### config.mk
export PLATFORM = sky130hd
export DESIGN_NAME = ook_remote_pulse_encoder_unit
export DESIGN_NICKNAME = d
export VERILOG_FILES = /design/src/hdl/ookpe_pkg.sv /design/src/hdl/ookpe_front.sv /design/src/hdl/ookpe_queue.sv /design/src/hdl/ookpe_back.sv /design/src/hdl/ook_remote_pulse_encoder_unit.sv
export SDC_FILE = /design/constraint.sdc
export NUM_CORES = 1
export LEC_CHECK = 0
export BUFFER_PORTS_ARGS = -buffer_cell sky130_fd_sc_hd__buf_2
export CORE_AREA = 4 4 176 178
export DETAILED_ROUTE_END_ITERATION = 8
export DIE_AREA = 0 0 180 182
export PLACE_DENSITY = 0.64
export SETUP_SLACK_MARGIN = 0.4
export SLEW_MARGIN = 20
export SYNTH_ARGS = -nofsm -noshare
export SYNTH_HDL_FRONTEND = slang
export SYNTH_SLANG_ARGS = --single-unit
### constraint.sdc
create_clock -name clk -period 6.35 [get_ports clk]
set_input_delay 1.905 -clock clk [delete_from_list [all_inputs] [get_ports clk]]
set_output_delay 1.905 -clock clk [all_outputs]
set_load 0.02 [all_outputs]
### src/hdl/ookpe_pkg.sv
// Shared types, constants and register codes of the on-off keyed pulse encoder.
`timescale 1ns / 1ps
`default_nettype none
package ookpe_pkg;

	localparam int unsigned QUEUE_DEPTH = 2;
	localparam int unsigned NUM_PAIRS   = 9;
	localparam int unsigned PAIR_CNT_W  = $clog2(NUM_PAIRS + 1);
	localparam int unsigned PAIR_IDX_W  = $clog2(NUM_PAIRS);
	localparam int unsigned SEG_W       = PAIR_CNT_W + 1;
	localparam int unsigned DUR_W       = 22;

	localparam logic [1:0] FMT_CLASSIC = 2'd0;
	localparam logic [1:0] FMT_V3      = 2'd1;
	localparam logic [1:0] FMT_BYTE    = 2'd2;

	localparam logic [1:0] REG_FRAME_FORMAT = 2'd0;
	localparam logic [1:0] REG_BASE_PULSE   = 2'd1;
	localparam logic [1:0] REG_LONG_RATIO   = 2'd2;
	localparam logic [1:0] REG_V3_PULSE     = 2'd3;

	localparam logic [15:0] RST_BASE_PULSE = 16'd420;
	localparam logic [3:0]  RST_LONG_RATIO = 4'd3;
	localparam logic [15:0] RST_V3_PULSE   = 16'd275;

	localparam logic [7:0] CH_ZERO = 8'h30;
	localparam logic [7:0] CH_ONE  = 8'h31;
	localparam logic [7:0] CH_TWO  = 8'h32;

	localparam logic [DUR_W-1:0] FAST_I  = 22'd375;
	localparam logic [DUR_W-1:0] FAST_IF = 22'd1125;
	localparam logic [DUR_W-1:0] FAST_I6 = 22'd2250;
	localparam logic [DUR_W-1:0] SLOW_I  = 22'd510;
	localparam logic [DUR_W-1:0] SLOW_IF = 22'd1020;
	localparam logic [DUR_W-1:0] SLOW_I6 = 22'd3060;

	typedef enum logic [3:0] {
		P_SL,
		P_LS,
		P_SYNC,
		P_START,
		P_UU,
		P_UU5,
		P_STOP,
		P_ONE,
		P_ZERO,
		P_BSYNC
	} pair_t;

	typedef struct packed {
		logic [1:0]  frame_format;
		logic [15:0] base_pulse_us;
		logic [3:0]  long_ratio;
		logic [15:0] v3_pulse_us;
	} cfg_t;

	typedef struct packed {
		pair_t [NUM_PAIRS-1:0]  pairs;
		logic [PAIR_CNT_W-1:0]  npairs;
		logic                   fast;
	} job_t;

endpackage
`default_nettype wire

### src/hdl/ookpe_front.sv
// Front end: accepts frame characters and turns each into a list of pulse pairs.
`timescale 1ns / 1ps
`default_nettype none
module ookpe_front (
	input  wire                 s_tvalid,
	output logic                s_tready,
	input  wire  [15:0]         s_tdata,
	input  wire                 s_tuser,
	input  wire                 s_tlast,
	input  ookpe_pkg::cfg_t     cfg,
	output logic                push_valid,
	input  wire                 push_ready,
	output ookpe_pkg::job_t     push_data
);
	import ookpe_pkg::*;

	logic [7:0] symbol;
	logic [7:0] repeat_index;
	logic       first_of_frame;
	logic       last_of_frame;
	pair_t      sym_a;
	pair_t      sym_b;
	pair_t      bit_pair [8];

	assign symbol         = s_tdata[7:0];
	assign repeat_index   = s_tdata[15:8];
	assign first_of_frame = s_tuser;
	assign last_of_frame  = s_tlast;

	assign s_tready   = push_ready;
	assign push_valid = s_tvalid;

	always_comb begin
		for (int i = 0; i < 8; i++) begin
			bit_pair[i] = symbol[7-i] ? P_ONE : P_ZERO;
		end
	end

	always_comb begin
		for (int i = 0; i < NUM_PAIRS; i++) begin
			push_data.pairs[i] = P_UU;
		end
		push_data.fast  = (repeat_index[7:2] == 6'd0);
		sym_a = P_UU;
		sym_b = P_UU;
		case (cfg.frame_format)
			FMT_V3: begin
				if (symbol == CH_ZERO) begin
					sym_b = P_UU5;
				end else if (symbol == CH_ONE) begin
					sym_a = P_UU5;
				end
				if (first_of_frame) begin
					push_data.pairs[0] = P_START;
					push_data.pairs[1] = sym_a;
					push_data.pairs[2] = sym_b;
					push_data.pairs[3] = P_STOP;
				end else begin
					push_data.pairs[0] = sym_a;
					push_data.pairs[1] = sym_b;
					push_data.pairs[2] = P_STOP;
				end
				push_data.npairs = PAIR_CNT_W'(2) + PAIR_CNT_W'(first_of_frame)
					+ PAIR_CNT_W'(last_of_frame);
			end
			FMT_BYTE: begin
				if (first_of_frame) begin
					push_data.pairs[0] = P_BSYNC;
					for (int i = 0; i < 8; i++) begin
						push_data.pairs[i+1] = bit_pair[i];
					end
				end else begin
					for (int i = 0; i < 8; i++) begin
						push_data.pairs[i] = bit_pair[i];
					end
				end
				push_data.npairs = PAIR_CNT_W'(8) + PAIR_CNT_W'(first_of_frame);
			end
			default: begin
				if (symbol == CH_ZERO) begin
					sym_a = P_SL;
					sym_b = P_SL;
				end else if (symbol == CH_ONE) begin
					sym_a = P_LS;
					sym_b = P_LS;
				end else if (symbol == CH_TWO) begin
					sym_a = P_LS;
					sym_b = P_SL;
				end else begin
					sym_a = P_SL;
					sym_b = P_LS;
				end
				push_data.pairs[0] = sym_a;
				push_data.pairs[1] = sym_b;
				push_data.pairs[2] = P_SYNC;
				push_data.npairs = PAIR_CNT_W'(2) + PAIR_CNT_W'(last_of_frame);
			end
		endcase
	end

endmodule
`default_nettype wire

### src/hdl/ookpe_queue.sv
// Short first-in first-out queue of pulse-pair jobs between front and back end.
`timescale 1ns / 1ps
`default_nettype none
module ookpe_queue #(
	parameter int unsigned DEPTH = ookpe_pkg::QUEUE_DEPTH
) (
	input  wire              clk,
	input  wire              arst_n,
	input  wire              push_valid,
	output logic             push_ready,
	input  ookpe_pkg::job_t  push_data,
	output logic             pop_valid,
	input  wire              pop,
	output ookpe_pkg::job_t  pop_data
);
	import ookpe_pkg::*;

	localparam int unsigned AW = $clog2(DEPTH);
	localparam int unsigned CW = $clog2(DEPTH + 1);

	job_t          mem [DEPTH];
	logic [AW-1:0] wr_ptr_q;
	logic [AW-1:0] rd_ptr_q;
	logic [CW-1:0] count_q;
	logic          do_push;
	logic          do_pop;

	assign push_ready = (count_q != CW'(DEPTH));
	assign pop_valid  = (count_q != '0);
	assign do_push    = push_valid && push_ready;
	assign do_pop     = pop && pop_valid;
	assign pop_data   = mem[rd_ptr_q];

	always_ff @(posedge clk) begin
		if (do_push) begin
			mem[wr_ptr_q] <= push_data;
		end
	end

	always_ff @(posedge clk or negedge arst_n) begin
		if (!arst_n) begin
			wr_ptr_q <= '0;
			rd_ptr_q <= '0;
			count_q  <= '0;
		end else begin
			if (do_push) begin
				wr_ptr_q <= (wr_ptr_q == AW'(DEPTH - 1)) ? '0 : wr_ptr_q + 1'b1;
			end
			if (do_pop) begin
				rd_ptr_q <= (rd_ptr_q == AW'(DEPTH - 1)) ? '0 : rd_ptr_q + 1'b1;
			end
			if (do_push && !do_pop) begin
				count_q <= count_q + 1'b1;
			end else if (do_pop && !do_push) begin
				count_q <= count_q - 1'b1;
			end
		end
	end

endmodule
`default_nettype wire

### src/hdl/ookpe_back.sv
// Back end: walks job pulse pairs, emits one timed segment per cycle unless stalled.
`timescale 1ns / 1ps
`default_nettype none
module ookpe_back (
	input  wire              clk,
	input  wire              arst_n,
	input  ookpe_pkg::cfg_t  cfg,
	input  wire              pop_valid,
	output logic             pop,
	input  ookpe_pkg::job_t  pop_data,
	output logic             m_tvalid,
	input  wire              m_tready,
	output logic [23:0]      m_tdata,
	output logic             m_tlast
);
	import ookpe_pkg::*;

	logic [SEG_W-1:0]      seg_q;
	logic                  out_valid_q;
	logic                  level_q;
	logic [DUR_W-1:0]      dur_q;
	logic                  last_q;
	logic                  advance;
	logic                  fire;
	logic                  seg_last;
	logic                  high_half;
	pair_t                 cur_pair;
	logic [DUR_W-1:0]      dur;
	logic [DUR_W-1:0]      s;
	logic [DUR_W-1:0]      l;
	logic [DUR_W-1:0]      s31;
	logic [DUR_W-1:0]      u;
	logic [DUR_W-1:0]      u5;
	logic [DUR_W-1:0]      u10;
	logic [DUR_W-1:0]      u40;
	logic [DUR_W-1:0]      bi;
	logic [DUR_W-1:0]      bif;
	logic [DUR_W-1:0]      bi6;

	assign advance   = !out_valid_q || m_tready;
	assign fire      = advance && pop_valid;
	assign seg_last  = (seg_q == {pop_data.npairs - 1'b1, 1'b1});
	assign pop       = fire && seg_last;
	assign high_half = !seg_q[0];
	assign cur_pair  = pop_data.pairs[seg_q[SEG_W-1:1]];

	assign s   = DUR_W'(cfg.base_pulse_us);
	assign l   = s * DUR_W'(cfg.long_ratio);
	assign s31 = (s << 5) - s;
	assign u   = DUR_W'(cfg.v3_pulse_us);
	assign u5  = (u << 2) + u;
	assign u10 = (u << 3) + (u << 1);
	assign u40 = (u << 5) + (u << 3);
	assign bi  = pop_data.fast ? FAST_I  : SLOW_I;
	assign bif = pop_data.fast ? FAST_IF : SLOW_IF;
	assign bi6 = pop_data.fast ? FAST_I6 : SLOW_I6;

	always_comb begin
		case (cur_pair)
			P_SL:    dur = high_half ? s : l;
			P_LS:    dur = high_half ? l : s;
			P_SYNC:  dur = high_half ? s : s31;
			P_START: dur = high_half ? s : u10;
			P_UU:    dur = u;
			P_UU5:   dur = high_half ? u : u5;
			P_STOP:  dur = high_half ? u : u40;
			P_ONE:   dur = high_half ? bif : bi;
			P_ZERO:  dur = high_half ? bi : bif;
			P_BSYNC: dur = (high_half && pop_data.fast) ? bi : bi6;
			default: dur = '0;
		endcase
	end

	always_ff @(posedge clk) begin
		if (fire) begin
			level_q <= high_half;
			dur_q   <= dur;
			last_q  <= seg_last;
		end
	end

	always_ff @(posedge clk or negedge arst_n) begin
		if (!arst_n) begin
			seg_q       <= '0;
			out_valid_q <= 1'b0;
		end else begin
			if (advance) begin
				out_valid_q <= pop_valid;
			end
			if (fire) begin
				seg_q <= seg_last ? '0 : seg_q + 1'b1;
			end
		end
	end

	assign m_tvalid = out_valid_q;
	assign m_tdata  = {1'b0, dur_q, level_q};
	assign m_tlast  = last_q;

endmodule
`default_nettype wire

### src/hdl/ook_remote_pulse_encoder_unit.sv
// Top level of the on-off keyed remote pulse encoder with its register port.
//
// Channel   Direction  Handshake          Content
// s_*       in         s_tvalid/s_tready  one frame character request
// m_*       out        m_tvalid/m_tready  one carrier segment request
// APB       in         psel/penable       timing and format registers
//
// The back end sequencer emits the segments of a character in order, and a
// character has 4 to 18 segments. The front end accepts a new
// character whenever the job queue has room, also while segments still wait.
// A stall on m_tready holds the output register and the segment counter.
// Reset clears the queue and the sequencer and loads the register defaults.
`timescale 1ns / 1ps
`default_nettype none
module ook_remote_pulse_encoder_unit #(
	parameter int unsigned QUEUE_DEPTH = ookpe_pkg::QUEUE_DEPTH
) (
	input  wire         clk,
	input  wire         arst_n,
	input  wire         s_tvalid,
	output logic        s_tready,
	input  wire  [15:0] s_tdata,  // symbol [7:0], repeat_index [15:8]
	input  wire         s_tuser,  // first_of_frame
	input  wire         s_tlast,  // last_of_frame
	output logic        m_tvalid,
	input  wire         m_tready,
	output logic [23:0] m_tdata,  // level [0], duration_us [22:1], zero [23]
	output logic        m_tlast,  // last_segment
	input  wire         psel,
	input  wire         penable,
	input  wire         pwrite,
	input  wire  [3:0]  paddr,
	input  wire  [31:0] pwdata,
	output logic [31:0] prdata,
	output logic        pready
);
	import ookpe_pkg::*;

	cfg_t       cfg_q;
	logic       wr_en;
	logic [1:0] reg_idx;
	logic       push_valid;
	logic       push_ready;
	job_t       push_data;
	logic       pop_valid;
	logic       pop;
	job_t       pop_data;

	assign pready  = 1'b1;
	assign reg_idx = paddr[3:2];
	assign wr_en   = psel && penable && pwrite;

	always_ff @(posedge clk or negedge arst_n) begin
		if (!arst_n) begin
			cfg_q.frame_format  <= FMT_CLASSIC;
			cfg_q.base_pulse_us <= RST_BASE_PULSE;
			cfg_q.long_ratio    <= RST_LONG_RATIO;
			cfg_q.v3_pulse_us   <= RST_V3_PULSE;
		end else if (wr_en) begin
			case (reg_idx)
				REG_FRAME_FORMAT: cfg_q.frame_format  <= pwdata[1:0];
				REG_BASE_PULSE:   cfg_q.base_pulse_us <= pwdata[15:0];
				REG_LONG_RATIO:   cfg_q.long_ratio    <= pwdata[3:0];
				REG_V3_PULSE:     cfg_q.v3_pulse_us   <= pwdata[15:0];
				default: ;
			endcase
		end
	end

	always_comb begin
		case (reg_idx)
			REG_FRAME_FORMAT: prdata = {30'd0, cfg_q.frame_format};
			REG_BASE_PULSE:   prdata = {16'd0, cfg_q.base_pulse_us};
			REG_LONG_RATIO:   prdata = {28'd0, cfg_q.long_ratio};
			REG_V3_PULSE:     prdata = {16'd0, cfg_q.v3_pulse_us};
			default:          prdata = '0;
		endcase
	end

	ookpe_front u_front (
		.s_tvalid   (s_tvalid),
		.s_tready   (s_tready),
		.s_tdata    (s_tdata),
		.s_tuser    (s_tuser),
		.s_tlast    (s_tlast),
		.cfg        (cfg_q),
		.push_valid (push_valid),
		.push_ready (push_ready),
		.push_data  (push_data)
	);

	ookpe_queue #(
		.DEPTH (QUEUE_DEPTH)
	) u_queue (
		.clk        (clk),
		.arst_n     (arst_n),
		.push_valid (push_valid),
		.push_ready (push_ready),
		.push_data  (push_data),
		.pop_valid  (pop_valid),
		.pop        (pop),
		.pop_data   (pop_data)
	);

	ookpe_back u_back (
		.clk       (clk),
		.arst_n    (arst_n),
		.cfg       (cfg_q),
		.pop_valid (pop_valid),
		.pop       (pop),
		.pop_data  (pop_data),
		.m_tvalid  (m_tvalid),
		.m_tready  (m_tready),
		.m_tdata   (m_tdata),
		.m_tlast   (m_tlast)
	);

endmodule
`default_nettype wire

==> results of run 1 <==
-- state kept, by name, indices dropped and copies added (netlist names), 2 cells and up --
signal / count
u_queue.mem: 72
cfg_q: 38
u_back.dur_q: 22
u_back.seg_q: 5
u_queue.count_q: 2
-- power breakdown --
part / switching, mW / internal [mW]
clock: 0.476 / 0.520
sequential: 0.379 / 1.43
combinational: 2.59 / 1.54
-- cells in the mapped netlist, types with 19 or more instances --
cell type | instances | share of area, %
xnor2_1 | 28 | 2.1
and2_1 | 59 | 3.2
buf_4 | 19 | 1.2
nor3_1 | 27 | 1.2
nand2_1 | 107 | 3.5
dfrtp_1 | 38 | 8.2
a21oi_1 | 51 | 2.2
o21ai_0 | 74 | 3.2
clkbuf_1 | 46 | 1.5
inv_1 | 80 | 2.6
nor2b_1 | 24 | 1.3
fa_1 | 29 | 5.0
mux2i_1 | 34 | 2.9
edfxtp_1 | 96 | 25
nand3_1 | 34 | 1.5
mux2_2 | 33 | 3.2
nor2_1 | 62 | 2.0
ha_1 | 56 | 6.1
-- kinds of logic after synthesis --
family | Yosys count | share of synthesized area (%)
xor gates and xnor gates | 45 | 3.41
DFF | 144 | 35.4
adders and majority gates | 85 | 11.1
AOI/OAI and AO/OA | 301 | 17.5
muxes | 86 | 9.18
and+or+nand+nor | 388 | 17.1
buffers and inverters | 164 | 6.27
other | 2 | 0.0650
-- worst reg2reg max path, stage by stage (launching register included) --
cell and delay [ns]:
dfrtp_1 0.67, nand2_1 0.16, fa_1 0.56, inv_1 0.06, fa_1 0.53, fa_1 0.49
a211oi_1 0.32, o21ai_0 0.23, a31oi_1 0.31, o31ai_1 0.15, o41ai_1 0.34, xnor2_1 0.17
a221oi_1 0.40, o31ai_1 0.13
-- routing by layer --
| metal | part of all wire, % | global-route usage [%] |
|---|---|---|
| met5 | 0 | 0 |
| met4 | 2.3 | 5.91 |
| met3 | 8.1 | 4.01 |
| met2 | 47 | 31.8 |
| met1 | 43 | 25.4 |
-- cell usage in the layout (no fill, tap or decap), types with 7 or more instances in the layout --
master,n
nand2_1,107
edfxtp_1,96
buf_2,82
inv_1,80
o21ai_0,74
nor2_1,61
and2_1,59
ha_1,56
a21oi_1,51
dfrtp_1,36
mux2i_1,34
nand3_1,34
mux2_2,33
fa_1,29
xnor2_1,28
nor3_1,27
nor2b_1,24
conb_1,18
xor2_1,17
clkbuf_16,17
a31oi_1,14
o22ai_1,14
nand4_1,13
nand2b_1,13
a211oi_1,13
mux4_2,12
a221oi_1,11
o31ai_1,11
o211ai_1,11
and3_1,10
dfstp_2,10
a22o_1,9
a21o_1,8
a22oi_1,8
mux2_1,7
nor4_1,7
o21ai_1,7
-- area by class of cell --
class	instances	area [um2]	area share, %
multi-input cells	923	6810	53.5
flip-flops and latches	144	4100	32.2
well taps	390	488	3.83
repair buffers	88	468	3.67
clock buffers	17	425	3.34
inverters	82	308	2.42
clock inverters	15	139	1.09
diodes	1	2.50	0.0196
-- final timing paths --
path                                                end  slack, ns  cells after the start
setup / recovery                              prdata[0]       1.31                      3
hold / removal              u_back.m_tvalid$_DFFE_PN0N_       0.51                      2
setup reg to reg             u_back.dur_q[18]$_DFFE_PP_       1.57                     13
hold reg to reg             u_back.m_tvalid$_DFFE_PN0N_       0.51                      2
max in group asynchronous  u_queue.rd_ptr_q$_DFFE_PN0P_       4.27                      2
min in group asynchronous   u_back.seg_q[0]$_DFFE_PN0P_       1.56                      2
-- stage by stage --
stage | utilization (%) | hold slack (ns) | instance area, um2 | power [mW]
after floorplan | - | 0.461 | 11600 | 4.72
after global placement | 41.3 | 0.489 | 12200 | 5.77
after detailed placement | 41.3 | 0.493 | 12200 | 5.84
after CTS | 43.2 | 0.519 | 12700 | 6.87
after global routing | 43.3 | 0.537 | 12700 | 7.39
final | 43.3 | 0.513 | 12700 | 6.94
==> results.md, run 1 <==
- Netlist cell types: 88
- Delay-heaviest family, CP: buffers and inverters
- Worst Path Buf+Inv: 2
- Critical Path RT: 4.45 ns
- Post-place setup slack: 1.30 ns
- Final hold vios: 0
- Worst-path clk slew: 0.07 ns
- Primary FF master, synth: edfxtp_1
- Most used cell, CP: buf_2
- Slowest stage delay, CP: 0.59 ns
- Largest net degree at the start of global routing: 66
- Fmax: 198 MHz
- Setup TNS: 0 ns
- WL final: 32,400 um
- Crit path DAT: 3.14 ns
- Die width: 180 um
- Placed cell count: 1,626
- Synthesized area: 0.0116 mm2
- Max-cap check violation count: 0
- PortBufs: 82
- HPWL Detailed: 24,000 um
- Crit-path cells: buf_2 > mux4_2 > buf_2
- CTS Buffer Depth: 2
- Hold-fix buffers at CTS: 0
- Chip Height: 182 um
- Count of final setup violators: 0
- GPL Wtd Cong: 0.932
- CTS tree: yes
- Crit. End Element: output pin
- Worst-skew pair later-pin latency: 0.44 ns
- H-tree depth: 4
- Global-route wire length before repair: 50,700 um
- Source of the critical timing path: paddr[3]
- Worst min path class: reg2reg
- Synthesized flop and latch total: 144
- Final min period: 5.04 ns
- RSZ-0062 raised after global routing: no
- Clock skew: 0.0140 ns
- Area Growth Syn to Fin: 10.2%
- # IOs: 121
- Number of synthesized flops with an enable pin: 96
- Reg-to-reg startpoint: cfg_q[19]$_DFFE_PN0P_
- CP Class: in2out
- Num rows: 63
- Finished Layout Cells: 1,660
- CTS buffer count: 17
- DRC Markers: 0
- Vias/cell: 5.84
- VDD IR max: 359 uV
- Antenna viol nets, final: 0
- Vias in the first global route: 9,314
- Post-synthesis sequential area ratio: 35.4%
- GRT Residual Overflow: 0
- Syn avg cell area: 9.52 um2
- Layout cell share with drive strength beyond 1: 15.1%
- Post_cts resized: 0
- Tcrit/Tclk final: 79.4%
- WL/cell: 19.5 um
- DRT Pass-1 Iters: 6
- Starting density of the core: 39.3%
- DR vias: 9,699
- GRT Util Overall: 19.2%
- Initial antenna violation count: 1
- Crit path max fanout: 20
- Slew @ Worst Pin: 1.12 ns
- CTS Root Cell: clkbuf_16
- Final Max Tran Viols: 0
- Hold path start: u_back.m_tvalid$_DFFE_PN0N_
- Cell count after synthesis: 1,215
- Lkg Pwr: 5.21 nW
- Final worst-path setup slack: 1.31 ns
- DRT iter0 DRCs: 964
- Pwr Density: 545 mW/mm2
- Fillcell total: 2,843
- Core area: 0.0294 mm2
- Ys Warns: 0
- Worst path slowest cell: mux4_2
- Die ar.: 0.0328 mm2
- Final net count: 1,402
- CTS Sinks: 144
- CP startpoint kind: primary input
- Async SR Flop Fraction: 33.3%
- Slew HR: 25.1%
- Postcts setup bufs: 0
- Run status: finished clean
No activity file was read; power rests on OpenSTA's default activity.
==> run 2: changes to the inputs <==
--- a/config.mk
+++ b/config.mk
@@ -5,11 +5,12 @@
 export SDC_FILE = /design/constraint.sdc
 export NUM_CORES = 1
 export LEC_CHECK = 0
+export ABC_AREA = 1
 export BUFFER_PORTS_ARGS = -buffer_cell sky130_fd_sc_hd__buf_2
-export CORE_AREA = 4 4 176 178
+export CORE_AREA = 4 4 187 189
 export DETAILED_ROUTE_END_ITERATION = 8
-export DIE_AREA = 0 0 180 182
-export PLACE_DENSITY = 0.64
+export DIE_AREA = 0 0 191 193
+export PLACE_DENSITY = 0.66
 export SETUP_SLACK_MARGIN = 0.4
 export SLEW_MARGIN = 20
 export SYNTH_ARGS = -nofsm -noshare
==> constraint.sdc (replaced) <==
create_clock -name clk -period 4.4 [get_ports clk]
set_input_delay 1.32 -clock clk [delete_from_list [all_inputs] [get_ports clk]]
set_output_delay 1.32 -clock clk [all_outputs]
set_load 0.02 [all_outputs]
==> results.md, run 2 <==
- Run status: finished clean
- DRT iter0 DRCs: 1,047 (+8.6%)
- Core area: 0.0333 mm2 (+13%)
- Post-synthesis sequential area ratio: 31.2% (-4.2 points)
- Global-route wire length before repair: 62,900 um (+24%)
- Clock skew: 0.0112 ns (-0.00282 ns)
- Syn avg cell area: 6.71 um2 (-29%)
- Lkg Pwr: 7.69 nW (+48%)
- Crit path max fanout: 14 (-30%)
- Final net count: 2,148 (+53%)
- Num rows: 67 (+6.3%)
- HPWL Detailed: 30,000 um (+25%)
- DRC Markers: 0 (unchanged)
- Multi-input gate area: 0.00738 mm2 (+8.4%)
- FF+latch area: 0.00411 mm2 (+0.21%)
- Final hold vios: 0 (unchanged)
- RSZ-0062 raised after global routing: yes
- Die ar.: 0.0369 mm2 (+13%)
- Vias/cell: 5.07 (-13%)
- Netlist cell types: 49 (-44%)
- CP startpoint kind: primary input
- Count of final setup violators: 0 (unchanged)
- Crit. End Element: output pin
- WL/cell: 16.2 um (-17%)
- Worst R2R Setup Slack: 0.55 ns (-1.02 ns)
- Cell count after synthesis: 1,955 (+61%)
- Slew HR: 27.4% (+2.3 points)
- # IOs: 121 (unchanged)
- Max-cap check violation count: 0 (unchanged)
- Most common cell after layout, fill and taps aside: nand2_1
- Pwr Density: 708 mW/mm2 (+30%)
- Critical Path RT: 3.08 ns (-1.37 ns)
- CTS buffer count: 17 (unchanged)
- Commonest non-fill, non-tap cells in the layout: 540 x nand2_1, 339 x inv_1, 204 x nand3_1
- H-tree depth: 4 (unchanged)
- Final Max Tran Viols: 0 (unchanged)
- Top-count cell post-synth: nand2_1
- Largest Register: u_queue.mem
- Layout cell share with drive strength beyond 1: 10.2% (-5.0 points)
- Most frequent cells after synthesis: 544 x nand2_1, 341 x inv_1, 205 x nand3_1
- Top cells by area, synth: edfxtp_1 22%, nand2_1 16%, inv_1 9.8%
- WL final: 39,900 um (+23%)
- Primary FF master, synth: edfxtp_1
- GRT Residual Overflow: 0 (unchanged)
- Final worst-path setup slack: 0.526 ns (-0.780 ns)
- Number of synthesized flops with an enable pin: 96 (unchanged)
- Largest regs: u_queue.mem: 72 flops, cfg_q: 38 flops, u_back.dur_q: 22 flops
- Area Growth Syn to Fin: 11.5%
- Die width: 191 um (+6.1%)
- VDD IR max: 544 uV (+51%)
- CP Class: in2out
- GPL Wtd Cong: 0.945 (+1.4%)
- Worst min path class: reg2reg
- Largest net degree at the start of global routing: 81 (+23%)
- Worst-path clk slew: 0.07 ns (about the same)
- DR vias: 12,500 (+29%)
- Tcrit/Tclk final: 88.1%
- Async SR Flop Fraction: 33.3% (unchanged)
- CTS Buffer Depth: 2 (unchanged)
- DRT Pass-1 Iters: 8 (+2)
- Worst-skew pair later-pin latency: 0.45 ns (about the same)
- Synthesized area: 0.0131 mm2 (+13%)
- Fillcell total: 3,459 (+22%)
- Synthesized flop and latch total: 144 (unchanged)
- Initial antenna violation count: 0 (-1)
- Starting density of the core: 39.4% (+0.10 points)
- GRT Util Overall: 21.7% (+2.5 points)
- CTS Root Cell: clkbuf_16
- Max FFs per register: 72 (unchanged)
- Vias in the first global route: 11,900 (+27%)
- Crit path DAT: 2.55 ns (-0.59 ns)
- Dpl cell area: 0.0138 mm2 (+13%)
- PortBufs: 82 (unchanged)
- Final min period: 3.87 ns
- Design area: 0.0146 mm2 (+15%)
- Chip Height: 193 um (+6.0%)
- Setup TNS: 0 ns (unchanged)
- Hold-fix buffers at CTS: 0 (unchanged)
- Ys Warns: 0 (unchanged)
- Synth area leader: edfxtp_1
- Slew @ Worst Pin: 1.09 ns (-0.0348 ns)
- CTS tree: yes
- # diodes: 0 (-1)
- Top cell type's share of synthesized area: 22.0% (-3.0 points)
- Fmax: 258 MHz
- Antenna viol nets, final: 0 (unchanged)
- CTS Sinks: 144 (unchanged)
- Post-place setup slack: 0.336 ns (-0.963 ns)
==> run 2: cell count changes after synthesis, sizes merged, moves of 51 or more <==
| cell | previous run | this run |
|---|---|---|
| and2 | 59 | 1 |
| inv | 81 | 344 |
| nand2 | 108 | 549 |
| nand3 | 34 | 205 |
| nor2 | 63 | 195 |
| o21ai | 81 | 132 |
==> run 2: layout make-up <==
cell class                      count  share of cell area (%)
Inverter                          344                    8.85
Clock inverter                     12                    1.41
Clock buffer                       20                    2.98
Sequential cell                   144                    28.1
Multi-Input combinational cell   1386                    50.4
Timing Repair Buffer              109                    4.45
Tap cell                          448                    3.83
==> run 2: path summary, 6_finish.rpt <==
path,cells after the start,to,start
min in group asynchronous,1,cfg_q[32]$_DFFE_PN0P_,arst_n
worst min register to register,1,u_queue.count_q[0]$_DFFE_PN0P_,u_queue.count_q[0]$_DFFE_PN0P_
worst max register to register,20,u_back.dur_q[15]$_DFFE_PP_,cfg_q[19]$_DFFE_PN0P_
worst min-delay path,1,u_queue.count_q[0]$_DFFE_PN0P_,u_queue.count_q[0]$_DFFE_PN0P_
max in group asynchronous,2,cfg_q[22]$_DFFE_PN1P_,arst_n
worst max-delay path,7,prdata[6],paddr[2]
==> run 2: repair_timing <==
item | CTS | global route
resized for setup | 1 | 31
pin swaps | 0 | 3
setup endpoints to repair | 5 | 17
cloned | 0 | 0
buffers inserted | 0 | 8
==> run 2: kinds of logic after synthesis <==
group	synth area share [%]
mux	0.0763
buf+inv	14.1
xor+xnor	1.47
compound gates	9.73
fa+ha+maj	9.76
flops	31.2
simple gates	33.6
other cells	0.0572
==> run 2: critical path, cell delays in order <==
cell	delay, ns
buf_2	0.11
inv_1	0.05
nor2_2	0.19
clkinvlp_4	0.11
buf_4	0.20
o22ai_1	0.31
buf_2	0.25
==> run 2: power by group <==
| group | switching [mW] | total [mW] | internal, mW | leakage, nW |
|---|---|---|---|---|
| logic | 4.44 | 6.34 | 1.90 | 5.90 |
| registers | 0.363 | 2.41 | 2.04 | 1.49 |
| clock network | 0.612 | 1.62 | 1.01 | 0.309 |
| total | 5.41 | 10.4 | 4.96 | 7.69 |
==> run 2: through the flow <==
step                cells  total power [mW]  util, %  hold slack, ns
floorplan            1971              7.06        -           0.446
global placement     2421              8.53     41.3           0.460
detailed placement   2421              8.61     41.3           0.480
CTS                  2453              10.3     43.3           0.493
global route         2463              11.2     44.0           0.503
finish               2463              10.4     44.0           0.484
==> run 2: layer usage <==
layer	track usage [%]	routed length [um]
met2	38.1	19500
met5	0	0
met3	3.19	1840
met1	27.0	16900
met4	8.65	1570
==> run 3: changes to the inputs <==
--- a/config.mk
+++ b/config.mk
@@ -7,9 +7,10 @@
 export LEC_CHECK = 0
 export ABC_AREA = 1
 export BUFFER_PORTS_ARGS = -buffer_cell sky130_fd_sc_hd__buf_2
-export CORE_AREA = 4 4 187 189
+export CAP_MARGIN = 20
+export CORE_AREA = 2 2 185 187
 export DETAILED_ROUTE_END_ITERATION = 8
-export DIE_AREA = 0 0 191 193
+export DIE_AREA = 0 0 187 189
 export PLACE_DENSITY = 0.66
 export SETUP_SLACK_MARGIN = 0.4
 export SLEW_MARGIN = 20
==> results.md, run 3 (synthesized netlist as in run 2, its figures left out) <==
- Run status: finished clean
- Pwr Density: 707 mW/mm2 (-0.24%)
- Met2 Usage GRT: 39.1% (+1.1 points)
- HPWL Detailed: 30,200 um (+0.97%)
- Crit path max fanout: 14 (unchanged)
- Max-cap check violation count: 0 (unchanged)
- Final min period: 3.89 ns (+0.0147 ns)
- CTS tree: yes
- RSZ-0062 raised after global routing: yes
- Commonest non-fill, non-tap cells in the layout: 539 x nand2_1, 339 x inv_1, 203 x nand3_1
- CTS Sinks: 144 (unchanged)
- CP Class: in2out
- Fmax: 257 MHz (-0.38%)
- Vias in the first global route: 12,000 (+0.84%)
- DRT Pass-1 Iters: 7 (-1)
- Initial antenna violation count: 1 (+1)
- # IOs: 121 (unchanged)
- DRT iter0 DRCs: 1,005 (-4.0%)
- Lkg Pwr: 7.70 nW (about the same)
- DR vias: 12,900 (+3.1%)
- GRT busiest layer: met2
- Num rows: 67 (unchanged)
- CTS buffer count: 17 (unchanged)
- GRT Residual Overflow: 0 (unchanged)
- Final Max Tran Viols: 0 (unchanged)
- Crit. End Element: output pin
- GPL Wtd Cong: 0.953 (+0.83%)
- Die width: 187 um (-2.1%)
- Finished Layout Cells: 2,470 (+0.28%)
- Grt met3 use: 3.52% (+0.33 points)
- Placed cell count: 2,424 (+0.12%)
- VDD IR max: 369 uV (-32%)
- Final net count: 2,154 (+0.28%)
- Max FFs per register: 72 (unchanged)
- CTS Buffer Depth: 2 (unchanged)
- Dpl cell area: 0.0138 mm2 (+0.16%)
- Slew HR: 38.6% (+11 points)
- Hold-fix buffers at CTS: 0 (unchanged)
- CP startpoint kind: primary input
- Critical Path RT: 3.08 ns (about the same)
- Vias/cell: 5.22 (+2.8%)
- Met1 global-route usage: 28.7% (+1.7 points)
- Setup TNS: 0 ns (unchanged)
- Area Growth Syn to Fin: 11.1%
- Slew @ Worst Pin: 0.921 ns (-0.168 ns)
- Fillcell total: 3,502 (+1.2%)
- DRC Markers: 0 (unchanged)
- Clock skew: 0.0175 ns (+0.00636 ns)
- Core area: 0.0333 mm2 (unchanged)
- PortBufs: 82 (unchanged)
- WL/cell: 16.4 um (+1.6%)
- GRT Util Overall: 22.9% (+1.2 points)
- Largest Register: u_queue.mem
- Global-route wire length before repair: 63,700 um (+1.3%)
- Largest regs: u_queue.mem: 72 flops, cfg_q: 38 flops, u_back.dur_q: 22 flops
- Design area: 0.0146 mm2 (-0.42%)
- H-tree depth: 4 (unchanged)
- Worst min path class: reg2reg
- Chip Height: 189 um (-2.1%)
- Core Util, Final: 43.8% (-0.18 points)
- Final hold vios: 0 (unchanged)
- Die ar.: 0.0353 mm2 (-4.1%)
- Tcrit/Tclk final: 88.4% (+0.33 points)
- Antenna viol nets, final: 0 (unchanged)
- CTS Root Cell: clkbuf_16
- Worst-path clk slew: 0.07 ns (about the same)
- Crit path DAT: 2.57 ns (+0.02 ns)
- Largest net degree at the start of global routing: 81 (unchanged)
- Worst-skew pair later-pin latency: 0.46 ns (about the same)
- Layout cell share with drive strength beyond 1: 10.4% (+0.22 points)
- WL final: 40,600 um (+1.9%)
- Starting density of the core: 39.4% (unchanged)
- Count of final setup violators: 0 (unchanged)
- Most common cell after layout, fill and taps aside: nand2_1
-- run 3: cell type report --
class | instances | area [um2] | area share [%]
Multi-Input combinational cell | 1386 | 7350 | 50.4
Sequential cell | 144 | 4110 | 28.2
Inverter | 344 | 1290 | 8.88
Timing Repair Buffer | 115 | 683 | 4.69
Tap cell | 448 | 561 | 3.85
Clock buffer | 17 | 425 | 2.92
Clock inverter | 15 | 150 | 1.03
Antenna cell | 1 | 2.50 | 0.0172
-- run 3: timing repair --
| item | in CTS | in global routing |
|---|---|---|
| pin swaps | 0 | 3 |
| buffers inserted | 0 | 11 |
| setup endpoints to repair | 4 | 22 |
| gates resized for setup | 2 | 26 |
| hold endpoints to repair | 0 | 0 |
-- run 3: where the power goes --
| group | total, mW | switching, mW | internal, mW |
|---|---|---|---|
| Combinational | 6.45 | 4.54 | 1.92 |
| Sequential | 2.40 | 0.355 | 2.04 |
| Clock | 1.45 | 0.652 | 0.796 |
| Total | 10.3 | 5.54 | 4.76 |
-- run 3: worst max-delay path, stage by stage --
cell,delay [ns]
buf_2,0.11
inv_1,0.05
nor2_2,0.20
clkinvlp_4,0.12
buf_4,0.21
o22ai_1,0.31
buf_2,0.24
-- run 3: final timing paths --
| path | slack, ns | endpoint | startpoint | cells after the start |
|---|---|---|---|---|
| max | 0.51 | prdata[5] | paddr[2] | 7 |
| min | 0.47 | u_queue.count_q[0]$_DFFE_PN0P_ | u_queue.count_q[0]$_DFFE_PN0P_ | 1 |
| max reg2reg | 0.58 | u_back.dur_q[8]$_DFFE_PP_ | cfg_q[17]$_DFFE_PN1P_ | 20 |
| min reg2reg | 0.47 | u_queue.count_q[0]$_DFFE_PN0P_ | u_queue.count_q[0]$_DFFE_PN0P_ | 1 |
| max in group asynchronous | 2.63 | cfg_q[28]$_DFFE_PN1P_ | arst_n | 2 |
| min in group asynchronous | 0.96 | cfg_q[34]$_DFFE_PN0P_ | arst_n | 1 |
-- run 3: metrics by stage --
stage                     hold WS [ns]  total power [mW]  setup WS (ns)
after floorplan                  0.446              7.06          0.618
after global placement           0.461              8.59          0.428
after detailed placement         0.462              8.68          0.345
after CTS                        0.476              10.2          0.462
after global routing             0.517              11.1          0.283
final                            0.469              10.3          0.511
-- run 3: metal layers --
| metal | routed length, um | share of wire [%] |
|---|---|---|
| met1 | 17300 | 43 |
| met3 | 2200 | 5.4 |
| met4 | 1640 | 4.0 |
| met5 | 0 | 0 |
| met2 | 19500 | 48 |
